==> src/rtl/bdcl_pkg.sv <==
// ----------------------------------------------------------------------------
// bdcl_pkg
// Types and constants shared by the boost duty command link modules.
// ----------------------------------------------------------------------------
`default_nettype none

package bdcl_pkg;

  localparam int FRAME_LEN  = 2;
  localparam int ADC_BITS   = 10;
  localparam int ADC_SHIFT  = ADC_BITS - 8;
  localparam int IDX_W      = 4;

  localparam int REPLY_LEN  = 3;
  localparam int PUSH_CNT_W = $clog2(REPLY_LEN + 1);
  localparam int RES_DEPTH  = 4;
  localparam int RES_PTR_W  = $clog2(RES_DEPTH);
  localparam int RES_CNT_W  = $clog2(RES_DEPTH + 1);

  localparam int CFG_IDX_W  = 3;
  localparam int CFG_DATA_W = 16;

  localparam logic [7:0]  LOOP_DIVIDE_RST     = 8'd5;
  localparam logic [7:0]  BYTE_TIMEOUT_RST    = 8'd10;
  localparam logic [15:0] LINK_LOSS_LIMIT_RST = 16'd1000;
  localparam logic [8:0]  DUTY_MIN_RST        = 9'd32;
  localparam logic [8:0]  DUTY_MAX_RST        = 9'd256;
  localparam logic [9:0]  COMPLEMENT_BASE_RST = 10'd511;
  localparam logic [9:0]  BRIDGE_MAX          = 10'd1023;
  localparam logic [9:0]  BRIDGE_MIN          = 10'd1;

  typedef enum logic [CFG_IDX_W-1:0] {
    CFG_LOOP_DIVIDE     = 3'd0,
    CFG_BYTE_TIMEOUT    = 3'd1,
    CFG_LINK_LOSS_LIMIT = 3'd2,
    CFG_DUTY_MIN        = 3'd3,
    CFG_DUTY_MAX        = 3'd4,
    CFG_COMPLEMENT_BASE = 3'd5
  } cfg_idx_e;

  typedef enum logic {
    FUNC_BYTE = 1'b0,
    FUNC_TICK = 1'b1
  } func_e;

  typedef enum logic {
    KIND_REPLY = 1'b0,
    KIND_DUTY  = 1'b1
  } kind_e;

  typedef struct packed {
    func_e       func;
    logic [7:0]  rx_byte;
    logic [9:0]  out_voltage;
    logic [9:0]  in_voltage;
  } in_item_t;

  typedef struct packed {
    kind_e       kind;
    logic [7:0]  reply_byte;
    logic        last;
    logic [9:0]  duty_a;
    logic [9:0]  duty_b;
    logic        gate_enable;
  } res_item_t;

  typedef res_item_t [REPLY_LEN-1:0] res_vec_t;

  typedef struct packed {
    logic [PUSH_CNT_W-1:0] count;
    res_vec_t              items;
  } res_push_t;

endpackage

`default_nettype wire

==> src/rtl/bdcl_res_fifo.sv <==
// ----------------------------------------------------------------------------
// bdcl_res_fifo
// Result queue: takes up to three items in one cycle, hands out one a cycle while popped.
// ----------------------------------------------------------------------------
`default_nettype none

module bdcl_res_fifo
  import bdcl_pkg::*;
(
  input  wire logic                 clk_i,
  input  wire logic                 rst_ni,
  input  wire res_push_t            push_i,
  input  wire logic                 pop_i,
  output logic [RES_CNT_W-1:0]      count_o,
  output res_item_t                 head_o
);

  res_item_t             mem_q [RES_DEPTH];
  logic [RES_PTR_W-1:0]  wr_ptr_q, wr_ptr_d;
  logic [RES_PTR_W-1:0]  rd_ptr_q, rd_ptr_d;
  logic [RES_CNT_W-1:0]  count_q, count_d;

  always_ff @(posedge clk_i) begin
    for (int k = 0; k < REPLY_LEN; k++) begin
      if (PUSH_CNT_W'(k) < push_i.count) begin
        mem_q[wr_ptr_q + RES_PTR_W'(k)] <= push_i.items[k];
      end
    end
  end

  always_comb begin
    wr_ptr_d = wr_ptr_q + RES_PTR_W'(push_i.count);
    rd_ptr_d = rd_ptr_q + RES_PTR_W'(pop_i);
    count_d  = count_q + RES_CNT_W'(push_i.count) - RES_CNT_W'(pop_i);
  end

  always_ff @(posedge clk_i or negedge rst_ni) begin
    if (!rst_ni) begin
      wr_ptr_q <= '0;
      rd_ptr_q <= '0;
      count_q  <= '0;
    end else begin
      wr_ptr_q <= wr_ptr_d;
      rd_ptr_q <= rd_ptr_d;
      count_q  <= count_d;
    end
  end

  assign count_o = count_q;
  assign head_o  = mem_q[rd_ptr_q];

endmodule

`default_nettype wire

==> src/rtl/boost_duty_command_link_unit.sv <==
// ----------------------------------------------------------------------------
// boost_duty_command_link_unit
// Serial duty command link and control tick for a boost half-bridge stage.
// ----------------------------------------------------------------------------
// Usage:
//   in_*   carries items of two kinds: a received serial byte or a timer tick
//          with fresh ADC samples. An item is taken when in_valid_i is high
//          and in_stall_o is low.
//   out_*  carries results: reply bytes (three per good frame, the third
//          marked last) and half-bridge duty updates on every control step.
//          A result leaves when out_valid_o is high and out_stall_i is low.
//   cfg_*  writes one control register per handshake; cfg_ready_o is always
//          high. Write only while the block is idle.
// Work: an item is worked while it sits in the input register and the
//   result queue has room for a full reply; its results are registered
//   into the queue and leave on out_* behind any results already queued.
// Throughput: one item per cycle while the result queue (four entries) has
//   room for a full reply; a good frame loads three reply bytes at once and
//   holds the input until two have drained, one per cycle when not stalled.
// Reset: clears the link state but for the first frame byte, sets the duties to 1023 and the gate off.
// A stalled receiver fills the queue; the input then stalls in turn.
// ----------------------------------------------------------------------------
`default_nettype none

module boost_duty_command_link_unit
  import bdcl_pkg::*;
(
  input  wire logic                  clk_i,
  input  wire logic                  rst_ni,
  input  wire logic                  in_valid_i,
  output logic                       in_stall_o,
  input  wire in_item_t              in_data_i,
  output logic                       out_valid_o,
  input  wire logic                  out_stall_i,
  output res_item_t                  out_data_o,
  input  wire logic                  cfg_valid_i,
  output logic                       cfg_ready_o,
  input  wire logic [CFG_IDX_W-1:0]  cfg_index_i,
  input  wire logic [CFG_DATA_W-1:0] cfg_data_i
);

  // Control registers.
  logic [7:0]  loop_divide_q, byte_timeout_q;
  logic [15:0] link_loss_limit_q;
  logic [8:0]  duty_min_q, duty_max_q;
  logic [9:0]  complement_base_q;

  // Input register.
  logic        in_valid_q, in_valid_d;
  in_item_t    in_q;

  // Link and control state.
  logic [IDX_W-1:0] idx_q, idx_d;
  logic [7:0]  first_q, first_d;
  logic [7:0]  sum_q, sum_d;
  logic        busy_q, busy_d;
  logic [7:0]  tcnt_q, tcnt_d;
  logic        link_ok_q, link_ok_d;
  logic [15:0] err_q, err_d;
  logic        on_q, on_d;
  logic [7:0]  div_q, div_d;
  logic [8:0]  duty_q, duty_d;
  logic [9:0]  bra_q, bra_d, brb_q, brb_d;
  logic [9:0]  vo_q, vo_d, vi_q, vi_d;

  // Work signals.
  logic                 proc;
  logic                 in_accept;
  logic [IDX_W:0]       idx_inc;
  logic [7:0]           div_inc, tcnt_inc, a_rb, b_rb;
  logic [15:0]          err_inc;
  logic                 fire, lk, on_t;
  logic [8:0]           duty_lo, duty_cl;
  logic signed [10:0]   diff;
  res_push_t            push;
  logic [RES_CNT_W-1:0] res_count;
  logic                 pop;

  // Work the held item only when the queue has room for a full reply.
  assign proc       = in_valid_q && (res_count <= RES_CNT_W'(RES_DEPTH - REPLY_LEN));
  assign in_stall_o = in_valid_q && !proc;
  assign in_accept  = in_valid_i && !in_stall_o;
  assign cfg_ready_o = 1'b1;

  always_comb begin
    in_valid_d = in_accept ? 1'b1 : (proc ? 1'b0 : in_valid_q);

    idx_d   = idx_q;
    first_d = first_q;
    sum_d   = sum_q;
    busy_d  = busy_q;
    tcnt_d  = tcnt_q;
    link_ok_d = link_ok_q;
    err_d   = err_q;
    on_d    = on_q;
    div_d   = div_q;
    duty_d  = duty_q;
    bra_d   = bra_q;
    brb_d   = brb_q;
    vo_d    = vo_q;
    vi_d    = vi_q;

    idx_inc  = {1'b0, idx_q} + (IDX_W+1)'(1);
    div_inc  = div_q + 8'd1;
    fire     = div_inc > loop_divide_q;
    tcnt_inc = (tcnt_q != 8'hFF) ? tcnt_q + 8'd1 : tcnt_q;
    err_inc  = (err_q != 16'hFFFF) ? err_q + 16'd1 : err_q;
    a_rb     = 8'(vo_q >> ADC_SHIFT);
    b_rb     = 8'(vi_q >> ADC_SHIFT);
    lk       = link_ok_q;
    on_t     = on_q;
    duty_lo  = (duty_q < duty_min_q) ? duty_min_q : duty_q;
    duty_cl  = (duty_lo > duty_max_q) ? duty_max_q : duty_lo;
    diff     = $signed({1'b0, complement_base_q}) - $signed({2'b00, duty_cl});
    push     = '0;

    if (proc) begin
      case (in_q.func)
        FUNC_BYTE: begin
          busy_d = 1'b1;
          if (idx_q == '0) begin
            first_d = in_q.rx_byte;
          end
          if (idx_q < IDX_W'(FRAME_LEN - 1)) begin
            sum_d = sum_q + in_q.rx_byte;
          end
          if (idx_inc >= (IDX_W+1)'(FRAME_LEN)) begin
            // Frame complete: check the sum byte and restart assembly.
            idx_d     = '0;
            busy_d    = 1'b0;
            tcnt_d    = '0;
            sum_d     = '0;
            link_ok_d = (sum_q == in_q.rx_byte);
            if (sum_q == in_q.rx_byte) begin
              duty_d = {1'b0, first_q};
              on_d   = 1'b1;
              push.count = PUSH_CNT_W'(REPLY_LEN);
              push.items[0].kind       = KIND_REPLY;
              push.items[0].reply_byte = a_rb;
              push.items[1].kind       = KIND_REPLY;
              push.items[1].reply_byte = b_rb;
              push.items[2].kind       = KIND_REPLY;
              push.items[2].reply_byte = a_rb + b_rb;
              push.items[2].last       = 1'b1;
            end
          end else begin
            idx_d = idx_inc[IDX_W-1:0];
          end
        end
        FUNC_TICK: begin
          div_d = fire ? 8'd0 : div_inc;
          // Byte timeout drops a partial frame.
          if (busy_q) begin
            if (tcnt_inc > byte_timeout_q) begin
              idx_d  = '0;
              sum_d  = '0;
              busy_d = 1'b0;
              tcnt_d = '0;
              lk     = 1'b0;
            end else begin
              tcnt_d = tcnt_inc;
            end
          end
          link_ok_d = lk;
          // Link-loss watchdog.
          if (!lk) begin
            err_d = err_inc;
            if (err_inc > link_loss_limit_q) begin
              on_t = 1'b0;
            end
          end else begin
            err_d = '0;
          end
          on_d = on_t;
          if (fire) begin
            vo_d   = in_q.out_voltage;
            vi_d   = in_q.in_voltage;
            duty_d = duty_cl;
            if (on_t) begin
              if (diff < 11'sd1) begin
                bra_d = BRIDGE_MIN;
              end else if (diff > 11'sd1023) begin
                bra_d = BRIDGE_MAX;
              end else begin
                bra_d = diff[9:0];
              end
              brb_d = (duty_cl == '0) ? BRIDGE_MIN : {1'b0, duty_cl};
            end
            push.count = PUSH_CNT_W'(1);
            push.items[0].kind        = KIND_DUTY;
            push.items[0].duty_a      = bra_d;
            push.items[0].duty_b      = brb_d;
            push.items[0].gate_enable = on_t;
          end
        end
        default: begin
        end
      endcase
    end
  end

  // Hold the item payload; load it only on accept.
  always_ff @(posedge clk_i) begin
    if (in_accept) begin
      in_q <= in_data_i;
    end
    first_q <= first_d;
  end

  always_ff @(posedge clk_i or negedge rst_ni) begin
    if (!rst_ni) begin
      loop_divide_q     <= LOOP_DIVIDE_RST;
      byte_timeout_q    <= BYTE_TIMEOUT_RST;
      link_loss_limit_q <= LINK_LOSS_LIMIT_RST;
      duty_min_q        <= DUTY_MIN_RST;
      duty_max_q        <= DUTY_MAX_RST;
      complement_base_q <= COMPLEMENT_BASE_RST;
      in_valid_q <= 1'b0;
      idx_q      <= '0;
      sum_q      <= '0;
      busy_q     <= 1'b0;
      tcnt_q     <= '0;
      link_ok_q  <= 1'b0;
      err_q      <= '0;
      on_q       <= 1'b0;
      div_q      <= '0;
      duty_q     <= '0;
      bra_q      <= BRIDGE_MAX;
      brb_q      <= BRIDGE_MAX;
      vo_q       <= '0;
      vi_q       <= '0;
    end else begin
      if (cfg_valid_i && cfg_ready_o) begin
        case (cfg_idx_e'(cfg_index_i))
          CFG_LOOP_DIVIDE:     loop_divide_q     <= cfg_data_i[7:0];
          CFG_BYTE_TIMEOUT:    byte_timeout_q    <= cfg_data_i[7:0];
          CFG_LINK_LOSS_LIMIT: link_loss_limit_q <= cfg_data_i[15:0];
          CFG_DUTY_MIN:        duty_min_q        <= cfg_data_i[8:0];
          CFG_DUTY_MAX:        duty_max_q        <= cfg_data_i[8:0];
          CFG_COMPLEMENT_BASE: complement_base_q <= cfg_data_i[9:0];
          default: begin
          end
        endcase
      end
      in_valid_q <= in_valid_d;
      idx_q      <= idx_d;
      sum_q      <= sum_d;
      busy_q     <= busy_d;
      tcnt_q     <= tcnt_d;
      link_ok_q  <= link_ok_d;
      err_q      <= err_d;
      on_q       <= on_d;
      div_q      <= div_d;
      duty_q     <= duty_d;
      bra_q      <= bra_d;
      brb_q      <= brb_d;
      vo_q       <= vo_d;
      vi_q       <= vi_d;
    end
  end

  // Result queue parts the work stage from the receiver.
  assign pop = out_valid_o && !out_stall_i;

  bdcl_res_fifo u_res_fifo (
    .clk_i   (clk_i),
    .rst_ni  (rst_ni),
    .push_i  (push),
    .pop_i   (pop),
    .count_o (res_count),
    .head_o  (out_data_o)
  );

  assign out_valid_o = (res_count != '0);

endmodule

`default_nettype wire

==> config.mk <==
export PLATFORM = sky130hd
export DESIGN_NAME = boost_duty_command_link_unit
export DESIGN_NICKNAME = d
export VERILOG_FILES = /design/src/rtl/bdcl_pkg.sv /design/src/rtl/bdcl_res_fifo.sv /design/src/rtl/boost_duty_command_link_unit.sv
export SDC_FILE = /design/constraint.sdc
export NUM_CORES = 1
export LEC_CHECK = 0
export ABC_AREA = 0
export BUFFER_PORTS_ARGS = -buffer_cell sky130_fd_sc_hd__buf_2
export CAP_MARGIN = 25
export CORE_MARGIN = 2
export CORE_UTILIZATION = 56
export DETAILED_ROUTE_END_ITERATION = 8
export PLACE_DENSITY = 0.77
export SYNTH_ARGS = -nofsm -noshare
export SYNTH_HDL_FRONTEND = slang
export SYNTH_SLANG_ARGS = --single-unit
==> constraint.sdc <==
create_clock -name clk_i -period 5 [get_ports clk_i]
set_input_delay 1 -clock clk_i [delete_from_list [all_inputs] [get_ports clk_i]]
set_output_delay 1 -clock clk_i [all_outputs]
set_load 0.05 [all_outputs]
==> results.md, run 1 <==
- Status: finished with violations
- Failing checks: setup timing
- Length of the first detailed-routing pass in iterations: 5
- Mapped Cells: 1512
- Initial antenna violation count: 0
- Max Fclk: 0.187 GHz
- Die H: 174 um
- TNS Setup: -10290 ps
- Largest net degree at the start of global routing: 102
- Setup violators final: 50
- Nets: 1825
- Crit. Startpoint: duty_q[1]$_DFFE_PN0P_
- Total grt overflow: 0
- Slew headroom: 0.306
- # IOs: 87
- Layout cells sized above 1: 0.272
- Initial DRC Count: 967
- Worst-margin pin slew: 1030 ps
- Vias in the first global route: 12595
- EDFF count, synth: 69
- Via-to-Cell Ratio: 5.99
- Die footprint: 0.0303 mm^2
- Switching Share: 0.355
- Clk sinks: 317
- Crit Reg-Reg Startpoint: duty_q[1]$_DFFE_PN0P_
- Root Driver: clkbuf_16
- Skew final: 16.9 ps
- Setup ws final: -348 ps
- Clk network pwr share: 0.259
- Post-DP Area: 0.0178 mm^2
- Tot GR Track Use: 0.264
- CP cell instances: ha_1 > a2111o_1 > a21oi_4 > o21ai_4 > mux2_4 > ha_4 > nand4_1 > nor3_2 > a2111oi_4 > or2_4 > buf_12 > mux2_4 > inv_4 > ha_4 > o21ai_2 > a21oi_2 > o311a_1 > o21a_2 > buf_6 > o32ai_4 > nor2_1 > a32oi_2 > a22o_1
- Hold Vio Cnt, Final: 0
- RSZ-0062 raised after global routing: yes
- Total routed wirelength: 39.8 mm
- Clock buffer depth: 3
- Later-pin clock latency in the skew report: 520 ps
- Post-route cell area: 0.0195 mm^2
- Pwr/cell area: 542 mW/mm^2
- CP max-delay cell: a2111o_1
- IO Port Bufs: 81
- Sequential power share: 0.332
- CORE AREA: 0.0285 mm^2
- Cell Area, Synth: 0.0162 mm^2
- Synth area leaders: dfrtp_1, edfxtp_1, dfxtp_1, dfstp_2, ha_1
- Max Cap Viol: 0
- # DRC: 0
- RePlAce Congestion: 0.906
- CTS tree: built
- Post-DRT Antenna Nets: 0
- Synth top area share: 0.184
- Largest stage delay, worst path: 430 ps
- CTS H-tree lvls: 2
- Synthesized net count: 1652
- Clock buffer count from CTS: 34
- Num rows: 62
- Pins Over Slew Limit: 0
- Via count: 12539
- Most frequent cells after synthesis: nand2_1, o21ai_0, dfrtp_1
- Worst hold path class: flop to flop
- Crit path max fanout: 7
- Area leader, netlist: dfrtp_1
- Routed len/inst: 19.0 um
- First-pass GRT wire length: 64.7 mm
- Seq/Total Area, Yosys: 0.488
- Dpl ws: -497 ps
- Yosys reg bits: 317
- Most common cell in the netlist: nand2_1
- CP Class: flop to flop
- Leakage power total: 8.27 nW
- Die Wd: 174 um
- Area growth, synth to finish: 20.4%
- Psw: 0.00375 W
- Yosys warns: 0
- Combinational Power Share: 0.410
- Min-Delay Startpoint: in_q[16]$_DFFE_PP_
- HPWL after detailed placement: 27.4 mm
- Final min period: 5350 ps
- Max VDD drop: 0.000331 V
- CP endpoint kind: flop
- N_diodes: 0
- Synth Flop Type: dfrtp_1
- Syn Area/Cell: 10.7 um^2
- Critical path arrival: 5800 ps
- Crit path required time: 5450 ps
- Async set or reset register ratio after synthesis: 0.505
- Int Power: 0.00681 W
- Startpoint class of the critical path: flop
- FILL cells: 2132
- Initial Utilization: 0.567
- Clock-pin slew on the worst setup and hold paths: 60 ps
- Synth cell types: 89
- Final period utilization: 1.07
placed cells by master, fill, tap and decap left out, types with 37 or more instances in the layout:
master / n
a21oi_1: 49
buf_2: 80
buf_4: 112
clkbuf_16: 37
dfrtp_1: 118
dfstp_2: 41
dfxtp_1: 88
edfxtp_1: 69
ha_1: 69
inv_1: 79
nand2_1: 189
nand3_1: 45
nor2_1: 70
o21ai_0: 107
o2bb2ai_1: 48
flip-flops by register name (all words and copies together), names as in the netlist, 9 cells and up:
register / cells
u_res_fifo.mem_q: 124
in_q: 25
err_q: 16
link_loss_limit_q: 16
bra_q: 10
brb_q: 10
complement_base_q: 10
duty_max_q: 9
duty_min_q: 9
duty_q: 9
power by group through the flow:
stage                     Sequential [W]  Clock [W]  Combinational, W
final                            0.00350    0.00273           0.00432
after global routing             0.00356    0.00286           0.00470
after global placement           0.00355          0           0.00362
after detailed placement         0.00357          0           0.00376
after CTS                        0.00353    0.00276           0.00406
after floorplan                  0.00338          0           0.00264
logic make-up after synthesis:
kind of cell | count (synthesis) | share of synthesized area
other | 1 | 0.000232
XOR/XNOR | 43 | 0.0233
flip-flops | 317 | 0.488
AO/OA/AOI/OAI | 384 | 0.164
buffers and inverters | 149 | 0.0377
adder cells (fa/ha/maj) | 87 | 0.0691
AND/OR/NAND/NOR | 441 | 0.129
multiplexers | 90 | 0.0889
critical path, delay by kind of cell, from the launching register on:
family / cells / cell delay [ps]
buffers and inverters: 3 / 350
muxes: 2 / 680
and+or+nand+nor: 4 / 770
adders and majority gates: 3 / 760
DFF: 1 / 390
AOI/OAI and AO/OA: 11 / 2330
worst paths after layout:
path | end | slack [ps] | depth (start not counted)
min in group asynchronous | vi_q[6]$_DFFE_PN0P_ | 540 | 1
max reg2reg | u_res_fifo.mem_q[0][11]$_SDFFE_PP0P_ | -350 | 23
min | vo_q[6]$_DFFE_PN0P_ | 430 | 2
min reg2reg | vo_q[6]$_DFFE_PN0P_ | 430 | 2
max | u_res_fifo.mem_q[0][11]$_SDFFE_PP0P_ | -350 | 23
max in group asynchronous | bra_q[5]$_DFFE_PN1P_ | 3350 | 2
repair_timing:
action                     CTS  global route
gates cloned                 1             0
setup buffers               13             3
hold endpoints to repair     0             0
hold buffers                 0             0
setup endpoints to repair   50            54
pin swaps                   55            12
resized for setup           47            20
per-layer routing:
| layer | global-route usage | routed length [um] | vias to the layer above |
|---|---|---|---|
| li1 | - | - | 5901 |
| met1 | 0.353 | 17100 | 6148 |
| met2 | 0.444 | 19400 | 401 |
| met3 | 0.0339 | 2060 | 89 |
| met4 | 0.0945 | 1230 | 0 |
| met5 | 0 | 0 | - |
area by class of cell:
| cell class | count | area (um^2) | share of cell area |
|---|---|---|---|
| timing repair buffer | 200 | 1350 | 0.0695 |
| clock buffer | 50 | 1080 | 0.0557 |
| clock inverter | 12 | 165 | 0.00848 |
| multi-input combinational | 1047 | 8180 | 0.420 |
| tap | 384 | 480 | 0.0247 |
| sequential | 317 | 7890 | 0.405 |
| inverter | 85 | 324 | 0.0166 |
stage by stage:
stage          hold WS [ps]  instances  total power [W]  utilization
2_1_floorplan           415       1512          0.00603            -
3_3_place_gp            423       2015          0.00717        0.622
3_5_place_dp            425       2015          0.00733        0.622
4_1_cts                 440       2091           0.0104        0.676
5_1_grt                 467       2095           0.0111        0.682
6_report                430       2095           0.0106        0.682
Note: power is estimated with default switching activity, not from simulation.
==> run 2: changes to the inputs <==
- CORE_UTILIZATION: 56 -> 30
- PLACE_DENSITY: 0.77 -> unset
==> run 2 against run 1 <==
Effect of this change:
- the flow still finishes with violations (setup timing)
- combinational power about the same
- clock-buffer cell count up 2
- first-iteration DRC count decreased by 18%
- sequential power hardly changed
- via count is 2.4% lower
- global-route usage is 11 points lower
==> results.md, run 2 (synthesis gave the netlist of run 1 again) <==
- Largest stage delay, worst path: 420 ps (was 430 ps)
- Crit path max fanout: 7 (unchanged)
- Skew final: 28.4 ps (was 16.9 ps)
- N_diodes: 0 (unchanged)
- Tot GR Track Use: 0.151 (was 0.264)
- CP endpoint kind: flop (unchanged)
- Leakage power total: 8.22 nW (was 8.27 nW)
- Most common cell after layout, fill and taps aside: nand2_1 (unchanged)
- Crit. Startpoint: duty_q[1]$_DFFE_PN0P_ (unchanged)
- CTS tree: built (unchanged)
- Met1 WL: 19.2 mm (was 17.1 mm)
- # DRC: 0 (unchanged)
- CP max-delay cell: a2111o_1 (unchanged)
- Largest net degree at the start of global routing: 100 (was 102)
- CP cell instances: ha_1 > a2111o_1 > a21oi_4 > o21ai_4 > mux2_4 > ha_4 > nand4_1 > nor3_2 > a2111oi_4 > or2_4 > buf_6 > mux2_4 > fa_2 > nand2b_4 > a21oi_2 > o311a_1 > o21a_1 > buf_6 > o32ai_4 > nor2_1 > a32oi_2 > a22o_1 (was ha_1 > a2111o_1 > a21oi_4 > o21ai_4 > mux2_4 > ha_4 > nand4_1 > nor3_2 > a2111oi_4 > or2_4 > buf_12 > mux2_4 > inv_4 > ha_4 > o21ai_2 > a21oi_2 > o311a_1 > o21a_2 > buf_6 > o32ai_4 > nor2_1 > a32oi_2 > a22o_1)
- Final min period: 5270 ps (was 5350 ps)
- Length of the first detailed-routing pass in iterations: 5 (unchanged)
- First-pass GRT wire length: 67.8 mm (was 64.7 mm)
- RePlAce Congestion: 0.853 (was 0.906)
- Routed wl met2: 20.4 mm (was 19.4 mm)
- Largest Register: u_res_fifo.mem_q (unchanged)
- Clock-pin slew on the worst setup and hold paths: 60 ps (about the same)
- Worst-margin pin slew: 1030 ps (about the same)
- Setup ws final: -265 ps (was -348 ps)
- Status: finished with violations (unchanged)
- Hold_ws: 445 ps (was 430 ps)
- Die H: 236 um (was 174 um)
- Layout cells sized above 1: 0.270 (was 0.272)
- Total power: 0.0104 W (was 0.0106 W)
- Max Fclk: 0.190 GHz (was 0.187 GHz)
- Via-to-Cell Ratio: 5.07 (was 5.99)
- Initial DRC Count: 797 (was 967)
- TNS Setup: -8260 ps (was -10290 ps)
- Startpoint class of the critical path: flop (unchanged)
- Final period utilization: 1.05 (was 1.07)
- Hold Vio Cnt, Final: 0 (unchanged)
- Pwr/cell area: 525 mW/mm^2 (was 542 mW/mm^2)
- Clk sinks: 317 (unchanged)
- Failing checks: setup timing (unchanged)
- Crit Reg-Reg Startpoint: duty_q[1]$_DFFE_PN0P_ (unchanged)
- Clock buffer count from CTS: 37 (was 34)
- Crit path required time: 5410 ps (was 5450 ps)
- Routed len/inst: 17.6 um (was 19.0 um)
- Most frequent cells in the layout: nand2_1, dfrtp_1, buf_4 (unchanged)
- Total grt overflow: 0 (unchanged)
- Clock buffer depth: 3 (unchanged)
- Cell Count, Final, Fillers Out: 2413 (was 2095)
- # IOs: 87 (unchanged)
- CTS H-tree lvls: 2 (unchanged)
- CORE AREA: 0.0536 mm^2 (was 0.0285 mm^2)
- Post-DRT Antenna Nets: 0 (unchanged)
- Num rows: 85 (was 62)
- Dpl ws: -588 ps (was -497 ps)
- Dpl cells: 2330 (was 2015)
- Via count: 12244 (was 12539)
- Nets: 1828 (was 1825)
- Initial antenna violation count: 0 (unchanged)
- Slew headroom: 0.310 (was 0.306)
- Top Layer Used: met4 (unchanged)
- Max reg flops: 124 (unchanged)
- Max VDD drop: 0.000249 V (was 0.000331 V)
- Top flop regs: u_res_fifo.mem_q: 124 flops, in_q: 25 flops (unchanged)
- Die footprint: 0.0558 mm^2 (was 0.0303 mm^2)
- Root Driver: clkbuf_16 (unchanged)
- Vias in the first global route: 12411 (was 12595)
- CTS Hold Bufs: 0 (unchanged)
- Min-Delay Startpoint: in_q[14]$_DFFE_PP_ (was in_q[16]$_DFFE_PP_)
- Pins Over Slew Limit: 0 (unchanged)
- Die Wd: 236 um (was 174 um)
- Worst hold path class: flop to flop (unchanged)
- Area growth, synth to finish: 22.6% (was 20.4%)
- Later-pin clock latency in the skew report: 550 ps (was 520 ps)
- HPWL after detailed placement: 30.4 mm (was 27.4 mm)
- IO Port Bufs: 81 (unchanged)
- Initial Utilization: 0.302 (was 0.567)
- RSZ-0062 raised after global routing: yes (unchanged)
- Met3 Routed Length: 1.89 mm (was 2.06 mm)
- Setup violators final: 49 (was 50)
- Critical path arrival: 5680 ps (was 5800 ps)
- CP Class: flop to flop (unchanged)
- Total routed wirelength: 42.4 mm (was 39.8 mm)
- Max Cap Viol: 0 (unchanged)
==> run 2: changes by cell type in the layout (fill, tap and decap cells not counted), moves of 2 or more <==
cell       before  now
bufinv_16       4    1
inv_2           4    6
buf_6           5    7
clkinv_1        1    6
clkbuf_8       11    5
clkbuf_1        2    8
clkbuf_16      37   39
nor4_2          1    3
buf_4         112  108
==> run 2: worst paths after layout <==
check	end	cells past startpoint	slack, ps
max	u_res_fifo.mem_q[1][11]$_SDFFE_PP0P_	22	-270
min	vo_q[4]$_DFFE_PN0P_	2	450
max reg2reg	u_res_fifo.mem_q[1][11]$_SDFFE_PP0P_	22	-270
min reg2reg	vo_q[4]$_DFFE_PN0P_	2	450
max in group asynchronous	link_loss_limit_q[9]$_DFFE_PN1P_	2	3320
min in group asynchronous	tcnt_q[1]$_DFFE_PN0P_	1	550
==> run 2: per-stage QoR <==
step	cell area, um^2	utilization
floorplan	16400	-
global placement	18200	0.339
detailed placement	18200	0.340
CTS	19700	0.367
global route	19800	0.370
finish	19800	0.370
==> run 2: per-layer routing <==
metal	up-vias	track usage
met2	273	0.254
li1	5910	-
met1	5993	0.200
met4	0	0.0410
met3	68	0.0266
met5	-	0
==> run 2: cell type report <==
type	instances	area, um^2
Multi-Input combinational cell	1047	8190
Sequential cell	317	7890
Timing Repair Buffer	200	1380
Tap cell	696	871
Fill cell	5252	33800
Clock buffer	52	1070
Clock inverter	16	106
Inverter	85	322
==> run 2: power by group <==
part           total (W)  switching (W)  internal [W]
Combinational    0.00429        0.00232       0.00197
Sequential       0.00351       0.000397       0.00311
Clock            0.00262        0.00107       0.00155
==> run 2: critical path, delay by kind of cell, from the launching register on <==
kind                     cells  cell delay, ps
AO/OA/AOI/OAI               10            1860
adder cells (fa/ha/maj)      3             960
buffers and inverters        2             260
flip-flops                   1             370
multiplexers                 2             670
AND/OR/NAND/NOR              5            1040
==> run 2: timing repair <==
action                                  in CTS  in global routing
cloned                                       0                  1
pin swaps                                   38                 25
buffers inserted                             9                  5
endpoints found under the setup margin      50                 55
endpoints found under the hold margin        0                  0
resized for setup                           52                 22
